## src/sv/rps_pkg.sv

```systemverilog
// Package for the routing parent selector: word types, configuration struct,
// register indexes and fixed constants. No dependencies.
package rps_pkg;

  // Fixed arithmetic constants.
  localparam logic [9:0]  SCORE_CAP     = 10'd1000;
  localparam logic [15:0] RANK_INF      = 16'hFFFF;
  // ETX divisor of 128 is applied as a right shift.
  localparam int unsigned ETX_DIV_SHIFT = 7;

  // Configuration register indexes.
  localparam logic [2:0] REG_MIN_HOP    = 3'd0;
  localparam logic [2:0] REG_MAX_INC    = 3'd1;
  localparam logic [2:0] REG_SWITCH_THR = 3'd2;
  localparam logic [2:0] REG_MAX_ETX    = 3'd3;
  localparam logic [2:0] REG_DEFAULT_ETX = 3'd4;
  localparam logic [2:0] REG_MIN_SCORE  = 3'd5;

  // Choice codes.
  localparam logic [1:0] CHOICE_NONE   = 2'd0;
  localparam logic [1:0] CHOICE_FIRST  = 2'd1;
  localparam logic [1:0] CHOICE_SECOND = 2'd2;

  // Input word: two candidate parents.
  typedef struct packed {
    logic        first_present;
    logic [15:0] first_score;
    logic [15:0] first_etx;
    logic [15:0] first_rank;
    logic        first_preferred;
    logic        second_present;
    logic [15:0] second_score;
    logic [15:0] second_etx;
    logic [15:0] second_rank;
    logic        second_preferred;
  } item_t;

  // Result word.
  typedef struct packed {
    logic [1:0]  choice;
    logic [15:0] chosen_rank;
  } result_t;

  // Configuration registers as seen by the datapath.
  typedef struct packed {
    logic [15:0] min_hop_rank_increase;
    logic [15:0] max_rank_increase;
    logic [9:0]  switch_threshold;
    logic [15:0] max_etx;
    logic [15:0] default_etx;
    logic [9:0]  min_score;
  } cfg_t;

endpackage

```

## src/sv/routing_parent_selector_unit.sv

```systemverilog
// Routing parent selector top level: configuration registers, two candidate
// datapaths (rps_cand) and the selection stage. Depends on rps_pkg, rps_cand.
// A result strobes on done once its word has passed candidate stages A, B and C and the output register.
// Throughput: one word per cycle; the candidate rank pipes and the selection
// stage are fully pipelined, and the receiver cannot stall the output.
// Reset: synchronous, clears the pipeline valid bits and loads the register
// defaults; busy is high only while rst is high.
module routing_parent_selector_unit (
  input  logic             clk,
  input  logic             rst,
  input  logic             start,
  output logic             busy,
  input  rps_pkg::item_t   item,
  output logic             done,
  output rps_pkg::result_t result,
  input  logic             cfg_we,
  input  logic [2:0]       cfg_idx,
  input  logic [15:0]      cfg_wdata
);

  rps_pkg::cfg_t cfg;

  // Valid bits and the flags that bypass the candidate pipes.
  logic [2:0] vld;
  logic [2:0] p1_d;
  logic [2:0] p2_d;
  logic [2:0] f1_d;
  logic [2:0] f2_d;

  logic [9:0]  t1;
  logic [9:0]  t2;
  logic [15:0] e1;
  logic [15:0] e2;
  logic [15:0] r1;
  logic [15:0] r2;
  logic        ok1;
  logic        ok2;

  logic [10:0] t1_thr;
  logic [10:0] t2_thr;
  logic [1:0]  pick;

  assign busy = rst;

  // Configuration register writes.
  always_ff @(posedge clk) begin
    if (rst) begin
      cfg.min_hop_rank_increase <= 16'd256;
      cfg.max_rank_increase     <= 16'd1792;
      cfg.switch_threshold      <= 10'd300;
      cfg.max_etx               <= 16'd1024;
      cfg.default_etx           <= 16'd256;
      cfg.min_score             <= 10'd1;
    end else if (cfg_we) begin
      unique case (cfg_idx)
        rps_pkg::REG_MIN_HOP:     cfg.min_hop_rank_increase <= cfg_wdata;
        rps_pkg::REG_MAX_INC:     cfg.max_rank_increase     <= cfg_wdata;
        rps_pkg::REG_SWITCH_THR:  cfg.switch_threshold      <= cfg_wdata[9:0];
        rps_pkg::REG_MAX_ETX:     cfg.max_etx               <= cfg_wdata;
        rps_pkg::REG_DEFAULT_ETX: cfg.default_etx           <= cfg_wdata;
        rps_pkg::REG_MIN_SCORE:   cfg.min_score             <= cfg_wdata[9:0];
        default: ;
      endcase
    end
  end

  // Valid shift register for the three candidate stages.
  always_ff @(posedge clk) begin
    if (rst) begin
      vld <= 3'd0;
    end else begin
      vld <= {vld[1:0], start & !busy};
    end
  end

  // Presence and preference flags follow their word through the pipe.
  always_ff @(posedge clk) begin
    p1_d <= {p1_d[1:0], item.first_present};
    p2_d <= {p2_d[1:0], item.second_present};
    f1_d <= {f1_d[1:0], item.first_preferred};
    f2_d <= {f2_d[1:0], item.second_preferred};
  end

  rps_cand u_first (
    .clk       (clk),
    .cfg       (cfg),
    .score     (item.first_score),
    .etx       (item.first_etx),
    .rank      (item.first_rank),
    .score_q   (t1),
    .etx_q     (e1),
    .rank_q    (r1),
    .link_ok_q (ok1)
  );

  rps_cand u_second (
    .clk       (clk),
    .cfg       (cfg),
    .score     (item.second_score),
    .etx       (item.second_etx),
    .rank      (item.second_rank),
    .score_q   (t2),
    .etx_q     (e2),
    .rank_q    (r2),
    .link_ok_q (ok2)
  );

  // Selection: presence, link check, infinite rank, hysteresis, then tie-breaks.
  assign t1_thr = 11'(t1) + 11'(cfg.switch_threshold);
  assign t2_thr = 11'(t2) + 11'(cfg.switch_threshold);

  always_comb begin
    if (!p1_d[2] && !p2_d[2]) begin
      pick = rps_pkg::CHOICE_NONE;
    end else if (!p1_d[2]) begin
      pick = rps_pkg::CHOICE_SECOND;
    end else if (!p2_d[2]) begin
      pick = rps_pkg::CHOICE_FIRST;
    end else if (!ok1) begin
      pick = rps_pkg::CHOICE_SECOND;
    end else if (!ok2) begin
      pick = rps_pkg::CHOICE_FIRST;
    end else if (r1 == rps_pkg::RANK_INF) begin
      pick = (r2 == rps_pkg::RANK_INF) ? rps_pkg::CHOICE_FIRST : rps_pkg::CHOICE_SECOND;
    end else if (r2 == rps_pkg::RANK_INF) begin
      pick = rps_pkg::CHOICE_FIRST;
    end else if (f1_d[2] && (11'(t2) <= t1_thr)) begin
      pick = rps_pkg::CHOICE_FIRST;
    end else if (!f1_d[2] && f2_d[2] && (11'(t1) <= t2_thr)) begin
      pick = rps_pkg::CHOICE_SECOND;
    end else if (t2 > t1) begin
      pick = rps_pkg::CHOICE_SECOND;
    end else if (t1 > t2) begin
      pick = rps_pkg::CHOICE_FIRST;
    end else if (r2 < r1) begin
      pick = rps_pkg::CHOICE_SECOND;
    end else if (r1 < r2) begin
      pick = rps_pkg::CHOICE_FIRST;
    end else begin
      pick = (e2 < e1) ? rps_pkg::CHOICE_SECOND : rps_pkg::CHOICE_FIRST;
    end
  end

  // Output register and strobe.
  always_ff @(posedge clk) begin
    if (rst) begin
      done <= 1'b0;
    end else begin
      done <= vld[2];
    end
  end

  always_ff @(posedge clk) begin
    result.choice <= pick;
    case (pick)
      rps_pkg::CHOICE_FIRST:  result.chosen_rank <= r1;
      rps_pkg::CHOICE_SECOND: result.chosen_rank <= r2;
      default:                result.chosen_rank <= rps_pkg::RANK_INF;
    endcase
  end

endmodule

```

## src/sv/rps_cand.sv

```systemverilog
// Three-stage per-candidate datapath: score clamp, effective ETX, link check
// and rank through the parent. Depends on rps_pkg.
module rps_cand (
  input  logic              clk,
  input  rps_pkg::cfg_t     cfg,
  input  logic [15:0]       score,
  input  logic [15:0]       etx,
  input  logic [15:0]       rank,
  output logic [9:0]        score_q,
  output logic [15:0]       etx_q,
  output logic [15:0]       rank_q,
  output logic              link_ok_q
);

  // Stage A registers.
  logic [9:0]  a_score;
  logic [15:0] a_etx;
  logic [15:0] a_rank;
  logic        a_bad;
  logic [31:0] a_prod;

  // Stage B registers.
  logic [9:0]  b_score;
  logic [15:0] b_etx;
  logic [15:0] b_rank;
  logic        b_bad;
  logic        b_ok;
  logic [24:0] b_inc;

  logic [15:0] eff_etx;
  logic [24:0] quot;
  logic [24:0] inc_raised;
  logic [24:0] inc_next;
  logic [25:0] sum;

  // Stage A: clamp the score, substitute the default ETX and start the product.
  assign eff_etx = (etx != 16'd0) ? etx : cfg.default_etx;

  always_ff @(posedge clk) begin
    a_score <= (score > {6'd0, rps_pkg::SCORE_CAP}) ? rps_pkg::SCORE_CAP : score[9:0];
    a_etx   <= eff_etx;
    a_rank  <= rank;
    a_bad   <= (eff_etx == 16'd0) || (eff_etx == 16'hFFFF) || (eff_etx > cfg.max_etx);
    a_prod  <= 32'(cfg.min_hop_rank_increase) * 32'(eff_etx);
  end

  // Stage B: scale the product, raise to the hop minimum, apply a nonzero cap and check the link.
  assign quot       = a_prod[31:rps_pkg::ETX_DIV_SHIFT];
  assign inc_raised = (quot < 25'(cfg.min_hop_rank_increase)) ?
                      25'(cfg.min_hop_rank_increase) : quot;
  assign inc_next   = ((cfg.max_rank_increase != 16'd0) &&
                       (inc_raised > 25'(cfg.max_rank_increase))) ?
                      25'(cfg.max_rank_increase) : inc_raised;

  always_ff @(posedge clk) begin
    b_score <= a_score;
    b_etx   <= a_etx;
    b_rank  <= a_rank;
    b_bad   <= a_bad;
    b_ok    <= !a_bad && (a_score >= cfg.min_score);
    b_inc   <= inc_next;
  end

  // Stage C: add the increment and saturate to infinite rank.
  assign sum = 26'(b_rank) + 26'(b_inc);

  always_ff @(posedge clk) begin
    score_q   <= b_score;
    etx_q     <= b_etx;
    link_ok_q <= b_ok;
    if (b_bad || (b_rank == rps_pkg::RANK_INF) || (sum >= 26'(rps_pkg::RANK_INF))) begin
      rank_q <= rps_pkg::RANK_INF;
    end else begin
      rank_q <= sum[15:0];
    end
  end

endmodule

```

## config.mk

```make
export PLATFORM = sky130hd
export DESIGN_NAME = routing_parent_selector_unit
export DESIGN_NICKNAME = d
export VERILOG_FILES = /design/src/sv/rps_pkg.sv /design/src/sv/routing_parent_selector_unit.sv /design/src/sv/rps_cand.sv
export SDC_FILE = /design/constraint.sdc
export NUM_CORES = 2
export LEC_CHECK = 0
export BUFFER_PORTS_ARGS = -buffer_cell sky130_fd_sc_hd__buf_2
export CAP_MARGIN = 20
export CORE_MARGIN = 2
export CORE_UTILIZATION = 40
export CTS_CLUSTER_SIZE = 14
export DETAILED_ROUTE_END_ITERATION = 6
export PLACE_DENSITY = 0.64
export SLEW_MARGIN = 10
export SYNTH_ARGS = -nofsm -noshare
export SYNTH_HDL_FRONTEND = slang
export SYNTH_SLANG_ARGS = --single-unit
```

## constraint.sdc

```tcl
create_clock -name clk -period 13.4 [get_ports clk]
set_input_delay 4.02 -clock clk [delete_from_list [all_inputs] [get_ports clk]]
set_output_delay 4.02 -clock clk [all_outputs]
set_load 0.02 [all_outputs]
```

Word level (Yosys, flattened, before mapping)
Index checks and enable logic that the tools add are counted.
Widths: inputs -> output; s select.
Storage, ports and cells
  bits in registers: 492
  latch bits: 0
  bits in writable memories: 0
  bits in read-only memories: 0
  bits of input ports: 123
  output and inout port bits: 20
  logic and storage cells: 141
  memories kept: 0
Operators by class
  add/subtract/negate cells: 4
  multiply operators: 2
  div/mod/pow operators: 0
  order comparisons: 19
  equality and inequality tests: 13
  shift-type cells: 0
  muxes and demuxes: 22
  bitwise logic cells: 1
  reduce and logical (&&, ||, !) cells: 34
Operator list (number)
  $eq 16x16->1 const B: 6
  $mul 16x16->32: 2
  $mux 16: 4
  $add 16x25->26: 2
  $ge 26x16->1 const B: 2
  $gt 25x16->1: 2
  $lt 25x16->1: 2
  $mux 25: 2
  $lt 16x16->1: 3
  $reduce_bool 16->1: 3
  $gt 16x10->1 const B: 2
  $gt 16x16->1: 2
  $logic_not 16->1: 2
  $pmux 16 s2: 1
  $mux 2: 15
  $add 10x10->11: 2
  $le 10x11->1: 2
  $ge 10x10->1: 2
  $gt 10x10->1: 2
  $reduce_and 2->1: 6
  $logic_and 1x1->1: 8
  $logic_or 1x1->1: 8
  $eq 3x2->1 const B: 2
  $eq 3x3->1 const B: 2
  other kinds (6): 11

Logic depth before layout (Yosys ltp)
  word-level depth: 17
  gate-level depth with buffers: 29
  mapped depth without buffers: 26

Modules after synthesis
From an unflattened synthesis, not the netlist that was laid out.
Second synthesis, totals
  cell total of the unflattened synthesis: 4189
  area total of the unflattened synthesis: 37755.0 um^2
Modules (own cells, without submodules)
  rps_cand (u_second): times used 1, cells each 1743, area an instance 15841.4 um^2, sequential area each 3603.5 um^2
  rps_cand (u_first): times used 1, cells each 1690, area an instance 15607.5 um^2, sequential area each 3603.5 um^2
  routing_parent_selector_unit: times used 1, cells each 756, area an instance 6306.0 um^2, sequential area each 2362.3 um^2

Worst setup path before layout
Ideal clock, no wire load.
  kind: input to register
  start: input item[26] (netlist name)
  end: register u_second.a_prod[30]
  setup time: 0.095 ns
  arrival time: 10.987 ns
  data required time: 13.305 ns
  setup slack: 2.318 ns
  cell stages on the path: 27
  path buffers: 4
  path through: nor4_1 -> and4_1 -> buf_2 -> buf_1 -> a21o_1 -> clkbuf_1 -> clkbuf_1 -> nand2_1 -> fa_1 -> fa_1 -> inv_1 -> fa_1 -> fa_1 -> fa_1 -> inv_1 -> fa_1 -> inv_1 -> ha_1 -> a21o_1 -> a21o_1 -> a211oi_1 -> o21a_1 -> o21ai_0 -> nor2_1 -> a2111oi_2 -> or4b_2 -> o311ai_1
Between the ends
  word-level cells in the longest chain between the ends: 3
Ends and longest elaborated chain
  from (decl): RTL line routing_parent_selector_unit.sv:13  | input rps_pkg::item_t item,
  $reduce_bool 16->1: RTL line rps_cand.sv:37  | assign eff_etx = (etx != 16'd0) ? etx : cfg.default_etx;
  $mux 16: RTL line rps_cand.sv:37
  named net u_second.eff_etx[2]: RTL line rps_cand.sv:30  | logic [15:0] eff_etx;
  $mul 16x16->32: RTL line rps_cand.sv:44  | a_prod <= 32'(cfg.min_hop_rank_increase) * 32'(eff_etx);
  to (signal assigned): RTL line rps_cand.sv:44
  to (decl): RTL line rps_cand.sv:20  | logic [31:0] a_prod;
The timed path passes the listed nets, and every way through them passes these cells.
A chain may end at the register's enable or synchronous reset.

Worst setup path after layout
  start: input item[26] (netlist name)
  end: register u_second.a_prod[30]
Between the ends
  word-level cells in the longest chain between the ends: 3
Ends and longest elaborated chain (RTL line)
  $reduce_bool 16->1: rps_cand.sv:37
  $mux 16 (*): rps_cand.sv:37
  $mul 16x16->32 (*): rps_cand.sv:44
Mark *: on every way between the ends. The rest lies on a longest branch, timed or not.

==> impl_results.md <==
- Result of the run: completed
- First drt pass iteration count: 6
- Req. time, crit path: 13,910 ps
- Number of port buffers: 142
- Global-route wire length before repair: 166,000 µm
- Hold path start: u_second.b_score[8]
- Critical Path End Type: flop
- Core area: between 0.08 and 0.09 mm²
- Syn Area/Cell: 9.27 µm²
- R2R setup slack: ~6000 ps
- Setup Buffers After CTS: 0
- Cts hold-fix bufs: 0
- Met3 global-route usage: 5.49%
- Worst reg2reg path depth: 22
- Arrival time worst endpoint: 11,830 ps
- Clk pin slew, worst setup/hold paths: 60 ps
- Slew headroom: 26.5%
- Largest net degree at the start of global routing: 82
- Pleak: 19.2 nW
- Max Clock Freq: ~88 MHz
- Root buf cell: clkbuf_16
- Post-synth top flop: dfxtp_1
- Seq cells post-synth: 478
- Setup TNS: 0 ps
- Cells after synthesis: 3,866
- Power density over the cells: between 100 and 150 mW/mm²
- Routing usage on met2: 39.0%
- RSZ-0062 raised after global routing: no
- Netlist Area Pre-Place: 0.0358 mm²
- Die height: 303 µm
- Area growth, synth to finish: 11.1%
- Post-DP HPWL: 84,000 µm
- DRC Markers: 0
- Site Rows: 109
- Clock Skew: 23.8 ps
- Number of global-route vias before repair: 28,048
- Hold Vio Cnt, Final: 0
- CP max FO: 18
- Gr busiest metal: met2
- Post_cts resized: 0
- Longest Clk Path Bufs: 3
- Max incr delay on CP: 650 ps
- Final Instance Area: 0.0398 mm²
- Post-synthesis sequential area ratio: about a quarter
- Post-synth EDFFs: 0
- Yosys top cell by area: dfxtp_1
- Proportion of netlist area held by the largest area contributor: 26.7%
- DR WL/cell: 20.9 µm
- Post-route antenna net violation count: 0
- Final total power: 4.72 mW
- Via count: 27,455
- GR Layer Usage met1: 30.4%
- Min Tclk post-route: 11,320 ps
- Critical Path Most Common Cell: fa_1
- Gp weighted congestion: about 0.93
- Filler cells: 8,496
- RR Startpoint: cfg[81]
- Hold Crit Depth: 0
- Layout cell share with drive strength beyond 1: 9.67%
- Synth async-reset ratio: 0%
- IO Count: 143
- Post-synthesis cell type count: 81
- Placed Area: 0.0379 mm²
- DIE AREA: 0.0920 mm²
- Num Clock Sinks: 478
- Startpoint Class: input port
- Slowest cell on the critical path: and4_1
- Via density: between 5 and 6
- GR Util All Layers: 24.0%
- Setup CP Type: input port to flop
- CTS H-tree depth: 2
- Initial antenna violation count: 5
- Aggregate global routing overflow: 0
- Worst Hold Class: flop to flop
- Worst-skew pair later-pin latency: between 600 and 700 ps
- Worst-Margin Slew: 1100 ps
- WL final: between 100,000 and 150,000 µm
- Worst hold path endpoint: u_second.score_q[8]
- Tcrit/Tclk final: 84.5%
- Syn Nets: 4,810
- Initial Util: 40.5%
- Delay-heaviest family, CP: adder cells
- Critical R2R Capture: u_second.a_prod[30]
- Slew Limit Fails: 0
- CTS tree: done
- Final setup viols: 0
- Synth top area cells: dfxtp_1, fa_1, ha_1, inv_1, nand2_1
- Total CTS buffers: 52
- Worst Path Buf+Inv: 5
- Die width: 303 µm
- Maximum VDD drop: 109 µV
- Layout Nets: 4,924
- Warnings from Yosys: 0
- Max cap viols: 0
- Initial drt markers: ~2,200
==> metal layers <==
layer | routed length (µm) | part of all wire (%) | vias to the layer above
li1 | - | - | 12741
met1 | 44400 | 41 | 13323
met2 | 48800 | 45 | 1092
met3 | 9480 | 8.7 | 293
met4 | 5970 | 5.5 | 6
met5 | 40 | 0.037 | -
==> power by group <==
group          switching (mW)  internal, mW  total (mW)
sequential              0.139          1.59        1.73
clock                   0.627         0.937        1.56
combinational           0.833         0.594        1.43
total                    1.60          3.12        4.72
==> worst max-delay path by stage <==
stage | start | end | slack [ps] | depth (start not counted)
after global placement | item[26] | u_second.a_prod[30] | 1720 | 25
after detailed placement | item[26] | u_second.a_prod[30] | 1620 | 25
after floorplan | item[26] | u_second.a_prod[30] | 2320 | 27
final | item[26] | u_second.a_prod[30] | 2080 | 25
after global routing | item[18] | u_second.a_prod[30] | 1720 | 25
after CTS | item[26] | u_second.a_prod[30] | 2240 | 25
==> cell families after synthesis <==
family | after synthesis | share of synthesized area (%)
and+or+nand+nor | 1118 | 14.3
adders and majority gates | 821 | 36.8
buffers and inverters | 759 | 8.06
AOI/OAI and AO/OA | 530 | 9.71
DFF | 478 | 26.7
xor gates and xnor gates | 89 | 2.18
muxes | 71 | 2.19
==> synthesized netlist by cell type (17+ instances only) <==
library cell  number
o21ai_0           62
clkbuf_1         120
inv_1            613
nor3_1            22
and2_1            75
nor4_1            34
xor2_1            30
nand2_1          491
a21oi_1          200
dfxtp_1          478
nand2b_1          27
nor2_1           259
a21o_1            89
ha_1             431
nor2b_1           33
xnor2_1           59
o21a_1            27
nand4_1           61
mux2_2            60
fa_1             390
and3_1            17
nand3_1           39
==> sequential cells by signal, indices dropped and copies added (netlist names), 18 cells and up <==
signal / count
result: 18
u_second.b_inc: 25
cfg: 84
u_second.a_prod: 25
u_first.a_prod: 25
u_first.b_inc: 25
==> cell usage in the layout, fill, tap and decap left out, types with 16 or more instances in the layout <==
cell       count
a21o_1        89
a21oi_1      199
a221o_1       16
and2_1        75
and3_1        17
buf_2        142
buf_4         58
clkbuf_16     53
dfxtp_1      478
fa_1         390
ha_1         431
inv_1        613
mux2_2        60
nand2_1      491
nand2b_1      27
nand3_1       39
nand4_1       61
nor2_1       259
nor2b_1       33
nor3_1        22
nor4_1        34
o211ai_1      16
o21a_1        27
o21ai_0       62
xnor2_1       59
xor2_1        30
==> stage by stage <==
step	setup slack, ps	utilization, %	cells	hold slack (ps)
floorplan	2320	-	3866	310
global route	1720	44.9	5186	332
CTS	2240	44.9	5185	316
global placement	1720	42.8	5090	310
detailed placement	1620	42.8	5090	312
finish	2080	45.0	5191	321
==> cell type report <==
class	count	area, µm²	area share [%]
clock inverters	30	422	1.06
well taps	1165	1460	3.66
inverters	618	2320	5.83
clock buffers	65	1460	3.67
multi-input cells	2629	23400	58.7
diodes	5	12.5	0.0314
flip-flops and latches	478	9570	24.0
repair buffers	201	1170	2.95
Note: power is estimated with default switching activity, not from simulation.
